### config.mk
export PLATFORM = sky130hd
export DESIGN_NAME = morse_keying_encoder
export DESIGN_NICKNAME = d
export VERILOG_FILES = /design/src/mke_pkg.sv /design/src/mke_front.sv /design/src/mke_queue.sv /design/src/mke_back.sv /design/src/morse_keying_encoder.sv
export VERILOG_INCLUDE_DIRS = /design/src /design/src/src
export SDC_FILE = /design/constraint.sdc
export NUM_CORES = 1
export LEC_CHECK = 0
export ABC_AREA = 1
export BUFFER_PORTS_ARGS = -buffer_cell sky130_fd_sc_hd__buf_2
export CORE_ASPECT_RATIO = 0.5
export CORE_MARGIN = 8
export CORE_UTILIZATION = 50
export CTS_BUF_LIST = sky130_fd_sc_hd__clkbuf_4 sky130_fd_sc_hd__clkbuf_8 sky130_fd_sc_hd__clkbuf_16
export DETAILED_ROUTE_END_ITERATION = 6
export PLACE_DENSITY = 0.65
export SETUP_SLACK_MARGIN = 0.15
export SYNTH_ARGS = -nofsm -noshare
export SYNTH_HDL_FRONTEND = slang
export SYNTH_SLANG_ARGS = --single-unit
export TNS_END_PERCENT = 10
### constraint.sdc
create_clock -name clk -period 5.75 [get_ports clk]
set_input_delay 1.15 -clock clk [delete_from_list [all_inputs] [get_ports clk]]
set_output_delay 1.15 -clock clk [all_outputs]
set_load 0.05 [all_outputs]
### src/morse_keying_encoder_defines.svh
// Assertion macros shared by the Morse keying encoder RTL.
`ifndef MORSE_KEYING_ENCODER_DEFINES_SVH
`define MORSE_KEYING_ENCODER_DEFINES_SVH

// Same-cycle implication, checked on the rising edge of clk outside reset.
`define MKE_ASSERT_SAME(label, ante, cons) \
    label: assert property (@(posedge clk) disable iff (!rst_n) (ante) |-> (cons)) \
        else $error("same-cycle check failed");

// Next-cycle implication, checked on the rising edge of clk outside reset.
`define MKE_ASSERT_NEXT(label, ante, cons) \
    label: assert property (@(posedge clk) disable iff (!rst_n) (ante) |=> (cons)) \
        else $error("next-cycle check failed");

`endif

### src/mke_pkg.sv
// Types, constants and the character classifier of the Morse keying encoder.
package mke_pkg;

    localparam int CHAR_W     = 8;
    localparam int DIT_W      = 10;
    localparam int DUR_W      = 13;
    localparam int LEN_W      = 3;
    localparam int SYM_MAX    = 6;
    localparam int DESC_DEPTH = 4;
    localparam int DESC_PTR_W = $clog2(DESC_DEPTH);
    localparam int DESC_CNT_W = $clog2(DESC_DEPTH + 1);

    localparam logic [DIT_W-1:0] DIT_RESET = 10'd60;

    localparam logic [CHAR_W-1:0] CH_SPACE    = 8'h20;
    localparam logic [CHAR_W-1:0] CH_COMMA    = 8'h2C;
    localparam logic [CHAR_W-1:0] CH_HYPHEN   = 8'h2D;
    localparam logic [CHAR_W-1:0] CH_PERIOD   = 8'h2E;
    localparam logic [CHAR_W-1:0] CH_SLASH    = 8'h2F;
    localparam logic [CHAR_W-1:0] CH_ZERO     = 8'h30;
    localparam logic [CHAR_W-1:0] CH_NINE     = 8'h39;
    localparam logic [CHAR_W-1:0] CH_QUESTION = 8'h3F;
    localparam logic [CHAR_W-1:0] CH_LOWER_A  = 8'h61;
    localparam logic [CHAR_W-1:0] CH_LOWER_Z  = 8'h7A;

    // Symbol counts and patterns of a..z, patterns right-aligned, 1 = dah.
    localparam logic [LEN_W-1:0] LETTER_LEN [26] = '{
        3'd2, 3'd4, 3'd4, 3'd3, 3'd1, 3'd4, 3'd3, 3'd4, 3'd2, 3'd4,
        3'd3, 3'd4, 3'd2, 3'd2, 3'd3, 3'd4, 3'd4, 3'd3, 3'd3, 3'd1,
        3'd3, 3'd4, 3'd3, 3'd4, 3'd4, 3'd4
    };
    localparam logic [SYM_MAX-1:0] LETTER_PAT [26] = '{
        6'h01, 6'h08, 6'h0A, 6'h04, 6'h00, 6'h02, 6'h06, 6'h00, 6'h00, 6'h07,
        6'h05, 6'h04, 6'h03, 6'h02, 6'h07, 6'h06, 6'h0D, 6'h02, 6'h00, 6'h01,
        6'h01, 6'h01, 6'h03, 6'h09, 6'h0B, 6'h0C
    };
    // Digits all have five symbols.
    localparam logic [SYM_MAX-1:0] DIGIT_PAT [10] = '{
        6'h1F, 6'h0F, 6'h07, 6'h03, 6'h01, 6'h00, 6'h10, 6'h18, 6'h1C, 6'h1E
    };

    // One classified character: pattern is left-aligned, MSB sent first.
    typedef struct packed {
        logic             space;
        logic [LEN_W-1:0] len;
        logic [SYM_MAX-1:0] pat;
    } mke_desc_t;

    // One key segment as seen on the result ports.
    typedef struct packed {
        logic             key_on;
        logic [DUR_W-1:0] duration;
        logic             last;
    } mke_seg_t;

    typedef enum logic {
        BK_IDLE,
        BK_RUN
    } mke_back_state_t;

    function automatic mke_desc_t mke_classify(input logic [CHAR_W-1:0] c);
        mke_desc_t        d;
        logic [LEN_W-1:0] len;
        logic [SYM_MAX-1:0] pat;
        logic [4:0]       li;
        logic [3:0]       di;
        d   = '0;
        len = '0;
        pat = '0;
        li  = 5'(c - CH_LOWER_A);
        di  = 4'(c - CH_ZERO);
        priority if (c == CH_SPACE) begin
            d.space = 1'b1;
        end
        else if (c >= CH_LOWER_A && c <= CH_LOWER_Z) begin
            len = LETTER_LEN[li];
            pat = LETTER_PAT[li];
        end
        else if (c >= CH_ZERO && c <= CH_NINE) begin
            len = 3'd5;
            pat = DIGIT_PAT[di];
        end
        else if (c == CH_QUESTION) begin
            len = 3'd6;
            pat = 6'h0C;
        end
        else if (c == CH_PERIOD) begin
            len = 3'd6;
            pat = 6'h15;
        end
        else if (c == CH_COMMA) begin
            len = 3'd6;
            pat = 6'h33;
        end
        else if (c == CH_HYPHEN) begin
            len = 3'd6;
            pat = 6'h21;
        end
        else if (c == CH_SLASH) begin
            len = 3'd5;
            pat = 6'h12;
        end
        else begin
            len = '0;
            pat = '0;
        end
        d.len = len;
        d.pat = pat << (3'd6 - len);
        return d;
    endfunction

endpackage

### src/mke_front.sv
// Front end: accepts character transactions and classifies them into descriptors.
module mke_front
    import mke_pkg::*;
(
    input  logic              push,
    input  logic [CHAR_W-1:0] char_code,
    input  logic              q_full,
    output logic              q_wr,
    output mke_desc_t         q_wr_desc
);

    // A character is taken whenever the descriptor queue has room.
    assign q_wr      = push & ~q_full;
    assign q_wr_desc = mke_classify(char_code);

endmodule

### src/mke_queue.sv
// Short descriptor queue between the front end and the segment sequencer.
module mke_queue
    import mke_pkg::*;
(
    input  logic      clk,
    input  logic      rst_n,
    input  logic      wr,
    input  mke_desc_t wr_desc,
    output logic      full,
    input  logic      rd,
    output mke_desc_t rd_desc,
    output logic      empty
);

    mke_desc_t             mem [DESC_DEPTH];
    logic [DESC_PTR_W-1:0] wr_ptr_reg, wr_ptr_next;
    logic [DESC_PTR_W-1:0] rd_ptr_reg, rd_ptr_next;
    logic [DESC_CNT_W-1:0] count_reg, count_next;
    logic                  do_wr, do_rd;

    assign full    = (count_reg == DESC_CNT_W'(DESC_DEPTH));
    assign empty   = (count_reg == '0);
    assign do_wr   = wr & ~full;
    assign do_rd   = rd & ~empty;
    assign rd_desc = mem[rd_ptr_reg];

    always_comb
    begin
        wr_ptr_next = do_wr ? wr_ptr_reg + 1'b1 : wr_ptr_reg;
        rd_ptr_next = do_rd ? rd_ptr_reg + 1'b1 : rd_ptr_reg;
        count_next  = count_reg;
        if (do_wr && !do_rd)
        begin
            count_next = count_reg + 1'b1;
        end
        else if (do_rd && !do_wr)
        begin
            count_next = count_reg - 1'b1;
        end
    end

    always_ff @(posedge clk or negedge rst_n)
    begin
        if (!rst_n)
        begin
            wr_ptr_reg <= '0;
            rd_ptr_reg <= '0;
            count_reg  <= '0;
        end
        else
        begin
            wr_ptr_reg <= wr_ptr_next;
            rd_ptr_reg <= rd_ptr_next;
            count_reg  <= count_next;
        end
    end

    always_ff @(posedge clk)
    begin
        if (do_wr)
        begin
            mem[wr_ptr_reg] <= wr_desc;
        end
    end

endmodule

### src/mke_back.sv
// Back end: descriptors into key segments, one per cycle unless the output register stalls.
module mke_back
    import mke_pkg::*;
(
    input  logic             clk,
    input  logic             rst_n,
    input  logic [DIT_W-1:0] dit,
    input  mke_desc_t        desc,
    input  logic             desc_empty,
    output logic             desc_pop,
    output mke_seg_t         seg_out,
    output logic             seg_empty,
    input  logic             seg_pop
);

    mke_back_state_t    state_reg, state_next;
    logic [LEN_W-1:0]   rem_reg, rem_next;
    logic [SYM_MAX-1:0] sym_reg, sym_next;
    logic               phase_reg, phase_next;
    mke_seg_t           out_reg, out_next;
    logic               out_valid_reg, out_valid_next;

    logic [DUR_W-1:0]   dit1, dit3, dit7;
    logic               cur_valid, cur_space, cur_phase, fire;
    logic [LEN_W-1:0]   cur_rem;
    logic [SYM_MAX-1:0] cur_sym;
    mke_seg_t           seg;
    logic [LEN_W-1:0]   n_rem;
    logic [SYM_MAX-1:0] n_sym;
    logic               n_phase;

    assign dit1 = DUR_W'(dit);
    assign dit3 = DUR_W'({dit, 1'b0}) + DUR_W'(dit);
    assign dit7 = DUR_W'({dit, 3'b000}) - DUR_W'(dit);

    assign seg_out   = out_reg;
    assign seg_empty = ~out_valid_reg;

    always_comb
    begin
        // While idle, the head of the queue is worked on directly.
        cur_valid = (state_reg == BK_RUN) | ~desc_empty;
        cur_space = (state_reg == BK_RUN) ? 1'b0      : desc.space;
        cur_rem   = (state_reg == BK_RUN) ? rem_reg   : desc.len;
        cur_sym   = (state_reg == BK_RUN) ? sym_reg   : desc.pat;
        cur_phase = (state_reg == BK_RUN) ? phase_reg : 1'b0;
        fire      = cur_valid & (~out_valid_reg | seg_pop);
        desc_pop  = fire & (state_reg == BK_IDLE);

        n_rem   = cur_rem;
        n_sym   = cur_sym;
        n_phase = cur_phase;
        priority if (cur_space)
        begin
            seg = '{key_on: 1'b0, duration: dit7, last: 1'b1};
        end
        else if (cur_rem == '0)
        begin
            seg = '{key_on: 1'b0, duration: dit3, last: 1'b1};
        end
        else if (!cur_phase)
        begin
            seg = '{key_on: 1'b1, duration: (cur_sym[SYM_MAX-1] ? dit3 : dit1), last: 1'b0};
            n_phase = 1'b1;
        end
        else
        begin
            seg = '{key_on: 1'b0, duration: dit1, last: 1'b0};
            n_phase = 1'b0;
            n_rem   = cur_rem - 1'b1;
            n_sym   = cur_sym << 1;
        end

        state_next     = state_reg;
        rem_next       = rem_reg;
        sym_next       = sym_reg;
        phase_next     = phase_reg;
        out_next       = out_reg;
        out_valid_next = out_valid_reg & ~seg_pop;
        if (fire)
        begin
            state_next     = seg.last ? BK_IDLE : BK_RUN;
            rem_next       = n_rem;
            sym_next       = n_sym;
            phase_next     = n_phase;
            out_next       = seg;
            out_valid_next = 1'b1;
        end
    end

    always_ff @(posedge clk or negedge rst_n)
    begin
        if (!rst_n)
        begin
            state_reg     <= BK_IDLE;
            out_valid_reg <= 1'b0;
        end
        else
        begin
            state_reg     <= state_next;
            out_valid_reg <= out_valid_next;
        end
    end

    always_ff @(posedge clk)
    begin
        rem_reg   <= rem_next;
        sym_reg   <= sym_next;
        phase_reg <= phase_next;
        out_reg   <= out_next;
    end

endmodule

### src/morse_keying_encoder.sv
// Top level of the Morse keying encoder: front end, descriptor queue, sequencer, dit register.
//
// Usage: write one ASCII character per input transaction (push while full is low).
// Each character comes back as a run of key segments on the result queue side:
// key_on, duration_ms and last are valid while empty is low and are taken with pop.
// Letters a-z, digits and ? . , - / give a key-on per symbol (one dit or three)
// each followed by a one-dit key-off, then a three-dit key-off; a space gives a
// single seven-dit key-off; any other code gives a single three-dit key-off.
// The final segment of every character has last set.
// The first segment of a character is written into the descriptor queue and then into
// the result register, from which it can be taken once empty is low.
// A character with n symbols gives 2n+1 segments (1 to 13), which the sequencer
// produces one per cycle while the result register is free or being taken. A four-entry
// descriptor queue lets the input side keep taking characters while the sequencer works.
// The dit length is written through cfg_valid/cfg_ready/cfg_data (always ready) and
// resets to 60 ms. Reset empties the queue and the result register.
// When the receiver stalls, the held segment stays put, the sequencer waits, and
// full rises once the descriptor queue has filled.
module morse_keying_encoder
    import mke_pkg::*;
(
    input  logic              clk,
    input  logic              rst_n,
    input  logic              push,
    output logic              full,
    input  logic [CHAR_W-1:0] char_code,
    output logic              empty,
    input  logic              pop,
    output logic              key_on,
    output logic [DUR_W-1:0]  duration_ms,
    output logic              last,
    input  logic              cfg_valid,
    output logic              cfg_ready,
    input  logic [DIT_W-1:0]  cfg_data
);

`include "morse_keying_encoder_defines.svh"

    logic [DIT_W-1:0] dit_reg, dit_next;
    logic             q_wr, q_full, q_empty, q_rd;
    mke_desc_t        q_wr_desc, q_rd_desc;
    mke_seg_t         seg;

    // The dit register accepts a write in every cycle.
    assign cfg_ready = 1'b1;
    assign dit_next  = (cfg_valid && cfg_ready) ? cfg_data : dit_reg;

    always_ff @(posedge clk or negedge rst_n)
    begin
        if (!rst_n)
        begin
            dit_reg <= DIT_RESET;
        end
        else
        begin
            dit_reg <= dit_next;
        end
    end

    mke_front u_front (
        .push      (push),
        .char_code (char_code),
        .q_full    (q_full),
        .q_wr      (q_wr),
        .q_wr_desc (q_wr_desc)
    );

    mke_queue u_queue (
        .clk     (clk),
        .rst_n   (rst_n),
        .wr      (q_wr),
        .wr_desc (q_wr_desc),
        .full    (q_full),
        .rd      (q_rd),
        .rd_desc (q_rd_desc),
        .empty   (q_empty)
    );

    mke_back u_back (
        .clk        (clk),
        .rst_n      (rst_n),
        .dit        (dit_reg),
        .desc       (q_rd_desc),
        .desc_empty (q_empty),
        .desc_pop   (q_rd),
        .seg_out    (seg),
        .seg_empty  (empty),
        .seg_pop    (pop)
    );

    assign full        = q_full;
    assign key_on      = seg.key_on;
    assign duration_ms = seg.duration;
    assign last        = seg.last;

    // The sequencer only takes a descriptor that is actually in the queue.
    `MKE_ASSERT_SAME(a_desc_pop_has_data, q_rd, !q_empty)
    // A character never ends on a key-on segment.
    `MKE_ASSERT_SAME(a_last_is_gap, !empty && last, !key_on)
    // A key-on segment lasts exactly one dit or three.
    `MKE_ASSERT_SAME(a_key_on_length, !empty && key_on,
        (duration_ms == DUR_W'(dit_reg)) ||
        (duration_ms == DUR_W'({dit_reg, 1'b0}) + DUR_W'(dit_reg)))

endmodule

Yosys cells after proc, flatten, opt, wreduce, memory -nomap -nowiden --
Memories as Yosys holds them, arrays and structs flattened. Index checks and enable logic that the tools add are counted.
Operators by class: add/sub/neg operators 10, $mul 0, div/mod/pow operators 0, magnitude comparators 6, equality and inequality tests 7, shifts and indexed selects 1, multiplexer cells 46, bitwise logic cells 15, reductions and logical operators 10
Operator list (number):
- $mux 6 | 15
- $eq 8x6->1 const B | 6
- $mux 3 | 16
- $mux 14 | 2
- $mux 15 | 1
- $mux 13 | 1
- $sub 13x10->13 | 1
- $add 11x10->12 | 1
- $mux 1 | 10
- $ge 8x6->1 const B | 1
- $ge 8x7->1 const B | 1
- $le 8x6->1 const B | 1
- $le 8x7->1 const B | 1
- $and 1x1->1 | 6
- $ge 6x6->1 const B | 1
- $logic_not 3->1 | 2
- $not 5->6 | 1
- $shl 6x3->6 | 1
- $sub 3x1->3 const B | 2
- $ge 5x5->1 const B | 1
- $mux 5 | 1
- $not 1->1 | 5
- $not 4->5 | 1
- $sub 5x1->5 const B | 1
- 10 further kinds | 16
Storage, ports and cells: register bits after elaboration 44, latch bits 0, bits in writable memories 40, ROM bits 384, input port bits 23, output and inout port bits 18, logic and storage cells 111, memories 4
Memory list:
- (name not given) | depth 32, width 6, rd ports 1, clocked after memory_dff 0, wr ports 0, RTL line mke_pkg.sv:77 | pat = LETTER_PAT[li];
- (name not given) | depth 16, width 6, rd ports 1, clocked after memory_dff 0, wr ports 0, RTL line mke_pkg.sv:81 | pat = DIGIT_PAT[di];
- (name not given) | depth 32, width 3, rd ports 1, clocked after memory_dff 0, wr ports 0, RTL line mke_pkg.sv:76 | len = LETTER_LEN[li];
- u_queue.mem | depth 4, width 10, rd ports 1, clocked after memory_dff 0, wr ports 1, RTL line mke_queue.sv:15 | mke_desc_t mem [DESC_DEPTH];

Logic depth before layout (Yosys ltp) --
Gate-level depths: netlist (run 1).
depth after elaboration 11, mapped depth 17, mapped depth without buffers 16

Hierarchy --
From an unflattened synthesis (run 1), not the netlist that was laid out.
Unflattened totals: cells, all modules 760, area total of the unflattened synthesis 5913.2 µm²
By module, submodules not included:
- mke_back | instances 1, cells each 328, area each 2409.8 µm², sequential area each 800.8 µm²
- mke_queue | instances 1, cells each 178, area each 2088.3 µm², sequential area each 1376.3 µm²
- mke_front | instances 1, cells each 210, area each 1021.0 µm², sequential area each 0.0 µm²
- morse_keying_encoder | instances 1, cells each 44, area each 394.1 µm², sequential area each 255.2 µm²

Least setup slack after synthesis (run 1) --
OpenSTA, ideal clock, no wires.
kind input-to-reg, start in char_code[0], end mem u_queue.mem[0][4] (netlist bit), data pin, setup time 0.265 ns, arrival 3.164 ns, data required time 5.485 ns, path slack 2.321 ns, stages on the path 17, buffers on the path 2, cells stage by stage inv_1 -> ha_1 -> buf_2 -> inv_1 -> nand2_2 -> nand2_2 -> nand2_1 -> nand3_1 -> nand2_1 -> nand2_1 -> a21oi_2 -> ha_1 -> buf_2 -> inv_1 -> nand3_1 -> nand3_1 -> nand2_1
RTL lines:
- start, declared | RTL line morse_keying_encoder.sv:26 | input logic [CHAR_W-1:0] char_code,
- end, declared | RTL line mke_queue.sv:15

==> qor.yml, run 1 <==
outcome:
  status: "finished clean"
worst_hold_path:
  hold_path_depth: 2
  min_from: "u_queue.count_reg[2]"
  hold_end: "u_back.out_valid_reg"
  hold_path_class: "reg -> reg"
worst_setup_path:
  rrSetupSlack_ns: 2.23
  path_max_fanout: 9
  cp_top_family: "simple AND/OR/NAND/NOR gates"
  start_kind: "input pin"
  crit_path_max_incr_delay_ns: 0.39
  r2r_cells: 12
  slowest_stage: "ha_1"
  reg2reg_from: "u_queue.rd_ptr_reg[0]"
  critPathRequiredTime_ns: 5.83
  path_cells: "buf_2, inv_1, ha_1, inv_1, nand2_2, nand2_2, nand2_1, nand3_1, nand2_1, nand2_1, a21oi_2, ha_1, inv_1, nand3_1, nand3_1, nand2_1"
  crit_type: "in -> reg"
  critPathArrivalTime_ns: 3.67
  path_buf_inv: 4
  cpMostUsedCell: "nand2_1"
  reg2reg_to: "u_back.seg_out[4]"
  cp-end-kind: "register"
timing:
  rsz0062_at_grt: "false"
  fin_crit_sh_pct: 62.47
  hold_violations: 0
  holdWs_ns: 0.5383
  max_slew_margin_pct: 31.97
  worst_pin_slew_ns: 1.019
  layout_setup_ws_ns: 2.158
  slew_violations: 0
  fmax_mhz: 278.4
  period_needed_ns: 3.592
  setup_viol: 0
  finalSetupTns_ns: 0
  fin_skew_ns: 0.008601
finish:
  seqCellArea_mm2: 0.002432
  fin_cells: 823
  drive_above_1_share_pct: 14.06
  synthToLayoutAreaGrowth_pct: 10.76
  fillers: 971
  largest_register_ffs: 40
  design_area_mm2: 0.005989
  insertedDiodeCount: 0
  multi_input_area_mm2: 0.002611
  fin_nets: 740
  utilization_pct: 57.72
yosys:
  syn_nets: 704
  ys.flop_type: "edfxtp_1"
  synth_warnings: 0
  synth-seq-cells: 84
  avgSynthCellArea_um2: 8.423
  synth_edf_count: 65
  syn_area_mm2: 0.005408
  yosysUniqueCellTypes: 45
  yosysSeqAreaShare_pct: 44.98
  synth_cells: 642
  async_flop_share_pct: 22.62
floorplanning:
  fp.coreArea_mm2: 0.01038
  io-pin-count: 41
  placementRows: 26
  die_h_um: 89.54
  start_util_pct: 52.11
  dieArea_mm2: 0.01460
  die_x_um: 163.1
detailed_routing:
  totalWireLength_um: 11790
  drtPass1Iterations: 5
  vias_per_cell: 5.258
  wl_per_cell_um: 14.32
  drc: 0
  vias: 4327
  final_antenna_net_count: 0
  first_iter_violations: 237
cts:
  cts_made_buffers: 9
  cts_num_sinks: 84
  root_buffer: "clkbuf_16"
  clk_latency_ns: 0.34
  hold_buffers: 0
  cts_htree_levels: 3
  cts_setup_buffers: 0
  clk_pin_slew_ns: 0.07
  clk_path_buf_depth: 2
  cts_tree: "yes"
  ctsResizeCount: 0
power:
  p_leak_nw: 2.662
  ir_drop_mv: 0.1819
  power.density_mw_per_mm2: 463.0
  fin_total_pwr_mw: 2.773
placed_design:
  numPortBuffers: 39
  place_ws_ns: 1.817
  place_area_mm2: 0.005703
  place_hpwl_um: 8715
  gp_congestion: 0.9026
  place_inst: 807
global_route:
  grt_pass1_vias: 4216
  grt_overflow: 0
  antenna_found_initial: 0
  grt_pass1_wl_um: 19700
  grt_start_max_net_pins: 28
  grtUsageTotal_pct: 17.00
job:
  cap_violations: 0
-- power breakdown --
part           total, mW  internal, mW  switching (mW)  leakage [nW]
logic               1.19         0.357           0.830          1.70
clock network      0.546         0.307           0.239         0.139
registers           1.04         0.929           0.112         0.823
-- worst max path at each step --
| stage | startpoint | endpoint | slack (ns) | cells past startpoint |
|---|---|---|---|---|
| final | char_code[0] | u_queue.mem[2][5] | 2.16 | 16 |
| after global routing | char_code[0] | u_queue.mem[2][4] | 1.87 | 16 |
| after CTS | char_code[0] | u_queue.mem[2][4] | 2.18 | 16 |
| after detailed placement | char_code[0] | u_queue.mem[2][4] | 1.82 | 16 |
| after global placement | char_code[0] | u_queue.mem[2][4] | 1.89 | 16 |
| after floorplan | char_code[0] | u_queue.mem[0][4] | 2.32 | 17 |
-- cell families (layout without fill, tap and decap cells) --
| group | count (synthesis) | after routing | synth area share [%] |
|---|---|---|---|
| AOI/OAI and AO/OA | 121 | 121 | 12.49 |
| buffers and inverters | 91 | 132 | 6.733 |
| other | 1 | 1 | 0.06935 |
| and+or+nand+nor | 285 | 285 | 22.91 |
| DFF | 84 | 84 | 44.98 |
| xor gates and xnor gates | 17 | 17 | 2.753 |
| adders and majority gates | 39 | 39 | 9.301 |
| muxes | 4 | 4 | 0.7635 |
-- layer usage --
layer | wire (um) | vias to the layer above | GRT usage [%]
met5 | 0 | - | 0
met4 | 280 | 0 | 6.281
met3 | 522 | 24 | 5.055
met2 | 5616 | 91 | 30.04
met1 | 5369 | 1963 | 19.51
li1 | - | 2249 | -
-- tightest hold or removal path, stage by stage, from the launching register on --
cell,delay (ns)
dfrtp_1,0.34
inv_1,0.07
nand4_1,0.08
-- layout by cell type (no fill, tap or decap), types with 7 or more instances in the layout --
cell	instances
a21oi_1	33
buf_2	39
clkbuf_16	9
dfrtp_1	15
edfxtp_1	65
ha_1	37
inv_1	66
inv_2	10
nand2_1	140
nand2_2	11
nand3_1	47
nor2_1	60
o211ai_1	7
o21ai_0	55
o22ai_1	7
xor2_1	11
-- layout make-up --
cell class	count	share of cell area (%)
Multi-Input combinational cell	467	43.60
Sequential cell	84	40.61
Inverter	77	4.826
Clock buffer	10	3.990
Timing Repair Buffer	39	3.259
Tap cell	140	2.925
Clock inverter	6	0.7938
-- synth_stat cells (2+ instances only) --
library cell | instances | share of area [%]
nor3_1 | 6 | 0.56
o21ai_0 | 55 | 5.1
nor2_1 | 60 | 4.2
nand2_2 | 11 | 1.3
o22ai_1 | 7 | 0.81
nor2_2 | 6 | 0.69
buf_6 | 2 | 0.42
ha_1 | 37 | 8.6
nand2_1 | 140 | 9.7
edfxtp_1 | 65 | 36
inv_1 | 66 | 4.6
a21oi_1 | 33 | 3.1
nand3_2 | 3 | 0.56
clkbuf_1 | 8 | 0.56
inv_2 | 10 | 0.69
dfrtp_1 | 15 | 6.9
o221ai_1 | 5 | 0.81
xor2_1 | 11 | 1.8
xnor2_1 | 6 | 0.97
dfstp_2 | 4 | 1.9
o211ai_1 | 7 | 0.97
nand4_1 | 6 | 0.69
buf_2 | 3 | 0.28
o21ai_1 | 5 | 0.46
nand3_1 | 47 | 4.3
mux2i_1 | 3 | 0.56
a31oi_1 | 2 | 0.23
fa_1 | 2 | 0.74
Power figures use the tool's default switching activity.
==> run 2, diff against run 1 <==
--- a/config.mk
+++ b/config.mk
@@ -13,7 +13,7 @@
 export CORE_UTILIZATION = 50
 export CTS_BUF_LIST = sky130_fd_sc_hd__clkbuf_4 sky130_fd_sc_hd__clkbuf_8 sky130_fd_sc_hd__clkbuf_16
 export DETAILED_ROUTE_END_ITERATION = 6
-export PLACE_DENSITY = 0.65
+export PLACE_DENSITY = 0.68
 export SETUP_SLACK_MARGIN = 0.15
 export SYNTH_ARGS = -nofsm -noshare
 export SYNTH_HDL_FRONTEND = slang
==> constraint.sdc (replaced) <==
create_clock -name clk -period 3.2 [get_ports clk]
set_input_delay 0.64 -clock clk [delete_from_list [all_inputs] [get_ports clk]]
set_output_delay 0.64 -clock clk [all_outputs]
set_load 0.05 [all_outputs]
==> run 2 against run 1 <==
Register-to-register slack worse by 1.8 ns. Setup slack worse by 1.8 ns. Largest cell class unchanged. Combinational power is 93% higher. Final cell count is 1.9% higher. Wire length is 0.94% higher. Clock skew is 0.0033 ns lower. Highest routed layer unchanged. Utilization is 1.2 points higher.
==> qor.yml, run 2 (synthesized netlist as in run 1, its figures left out) <==
outcome:
  status: "finished clean"
worst_setup_path:
  critPathArrivalTime_ns: 2.87  # -0.80 ns
  crit_type: "in -> reg"
  cp-end-kind: "register"
  critPathRequiredTime_ns: 3.28  # -2.55 ns
  start_kind: "input pin"
  path_max_fanout: 8  # -1
cts:
  clk_pin_slew_ns: 0.06  # about the same
  cts_num_sinks: 84  # unchanged
  cts_setup_buffers: 0  # unchanged
  clk_path_buf_depth: 2  # unchanged
  hold_buffers: 0  # unchanged
  root_buffer: "clkbuf_16"
  cts_tree: "yes"
  clk_latency_ns: 0.34  # about the same
  cts_made_buffers: 9  # unchanged
  ctsResizeCount: 0  # unchanged
  cts_htree_levels: 3  # unchanged
detailed_routing:
  drtPass1Iterations: 4  # -1
  first_iter_violations: 228  # -3.8%
  vias_per_cell: 5.225  # -0.61%
  wl_per_cell_um: 14.18  # -0.98%
  drc: 0  # unchanged
  vias: 4384  # +1.3%
  final_antenna_net_count: 0  # unchanged
  totalWireLength_um: 11900  # +0.94%
floorplanning:
  io-pin-count: 41  # unchanged
  placementRows: 26  # unchanged
  die_h_um: 89.54  # unchanged
  dieArea_mm2: 0.01460  # unchanged
  fp.coreArea_mm2: 0.01038  # unchanged
  die_x_um: 163.1  # unchanged
  start_util_pct: 52.11  # unchanged
finish:
  fin_nets: 756  # +2.2%
  insertedDiodeCount: 0  # unchanged
  synthToLayoutAreaGrowth_pct: 13.10
  layout_commonest_cell: "nand2_1"
  final_cell_mix: "nand2_1 (139), inv_1 (66), edfxtp_1 (65), nor2_1 (60), o21ai_0 (55)"
  largest_register_ffs: 40  # unchanged
  drive_above_1_share_pct: 16.17  # +2.1 points
global_route:
  antenna_found_initial: 0  # unchanged
  grt_pass1_wl_um: 20150  # +2.3%
  grtUsageTotal_pct: 17.44  # +0.44 points
  grt_start_max_net_pins: 27  # -3.6%
  grt_pass1_vias: 4337  # +2.9%
  grt_overflow: 0  # unchanged
timing:
  setup_viol: 0  # unchanged
  fin_skew_ns: 0.005257  # -0.003344 ns
  period_needed_ns: 2.799
  layout_setup_ws_ns: 0.4014  # -1.756 ns
  finalSetupTns_ns: 0  # unchanged
  fin_crit_sh_pct: 87.46
  max_slew_margin_pct: 58.41  # +26 points
  hold_violations: 0  # unchanged
  rsz0062_at_grt: "true"
  fmax_mhz: 357.3
  worst_pin_slew_ns: 0.6190  # -0.4003 ns
  slew_violations: 0  # unchanged
  holdWs_ns: 0.2343  # -0.3040 ns
power:
  p_leak_nw: 2.744  # +3.1%
  ir_drop_mv: 0.3712  # +100%
  power.density_mw_per_mm2: 839.9  # +81%
worst_hold_path:
  hold_path_class: "in -> async"
placed_design:
  numPortBuffers: 39  # unchanged
  gp_congestion: 0.8659  # -4.1%
  place_ws_ns: 0.05587  # -1.762 ns
  place_hpwl_um: 9062  # +4.0%
job:
  cap_violations: 0  # unchanged
## run 2: area by class of cell
| cell class | instances | area (um^2) |
|---|---|---|
| Fill cell | 924 | 4262 |
| Clock inverter | 6 | 51.30 |
| Inverter | 77 | 289.0 |
| Clock buffer | 10 | 239.0 |
| Tap cell | 140 | 175.2 |
| Sequential cell | 84 | 2432 |
| Timing Repair Buffer | 55 | 315.3 |
| Multi-Input combinational cell | 467 | 2614 |
## run 2: worst max-delay path, stage by stage
cell and delay, ns:
buf_2 0.15, inv_1 0.12, ha_1 0.35, inv_1 0.11
nand2_2 0.10, nand2_2 0.09, a21oi_1 0.15, nand2_1 0.10
o211ai_1 0.09, a31o_2 0.24, ha_1 0.31, inv_1 0.15
nand3_1 0.09, nand3_1 0.07, nand2_1 0.09
## run 2: metal layers
metal | GRT usage (%) | wire length, um
met2 | 31.13 | 5815
met5 | 0 | 0
met3 | 3.906 | 373
met1 | 19.78 | 5482
met4 | 8.760 | 228
## run 2: metrics by stage
step           total power, mW  util [%]  area, um^2  cells
6_report                 5.137     58.93        6116    839
5_1_grt                  5.501     58.93        6116    839
4_1_cts                  5.183     58.91        6113    839
3_5_place_dp             4.163     56.11        5823    823
3_3_place_gp             4.109     56.11        5823    823
2_1_floorplan            3.505         -        5408    642
## run 2: worst paths after layout
kind	from	endpoint	slack, ns	cells past startpoint
worst max-delay path	char_code[1]	u_queue.mem[1][4]	0.40	15
worst min-delay path	rst_n	dit_reg[6]	0.23	1
worst max register to register	u_queue.rd_ptr_reg[1]	u_back.seg_out[4]	0.46	12
worst min register to register	u_queue.count_reg[2]	u_back.out_valid_reg	0.53	2
max in group asynchronous	rst_n	dit_reg[3]	2.63	1
min in group clk	cfg_data[8]	dit_reg[8]	0.51	3
## run 2: where the power goes
part           switching, mW  leakage (nW)  total [mW]  internal (mW)
logic                   1.57          1.78        2.30          0.729
clock network          0.446         0.141        1.01          0.561
registers              0.161         0.823        1.83           1.67
total                   2.18          2.74        5.14           2.95
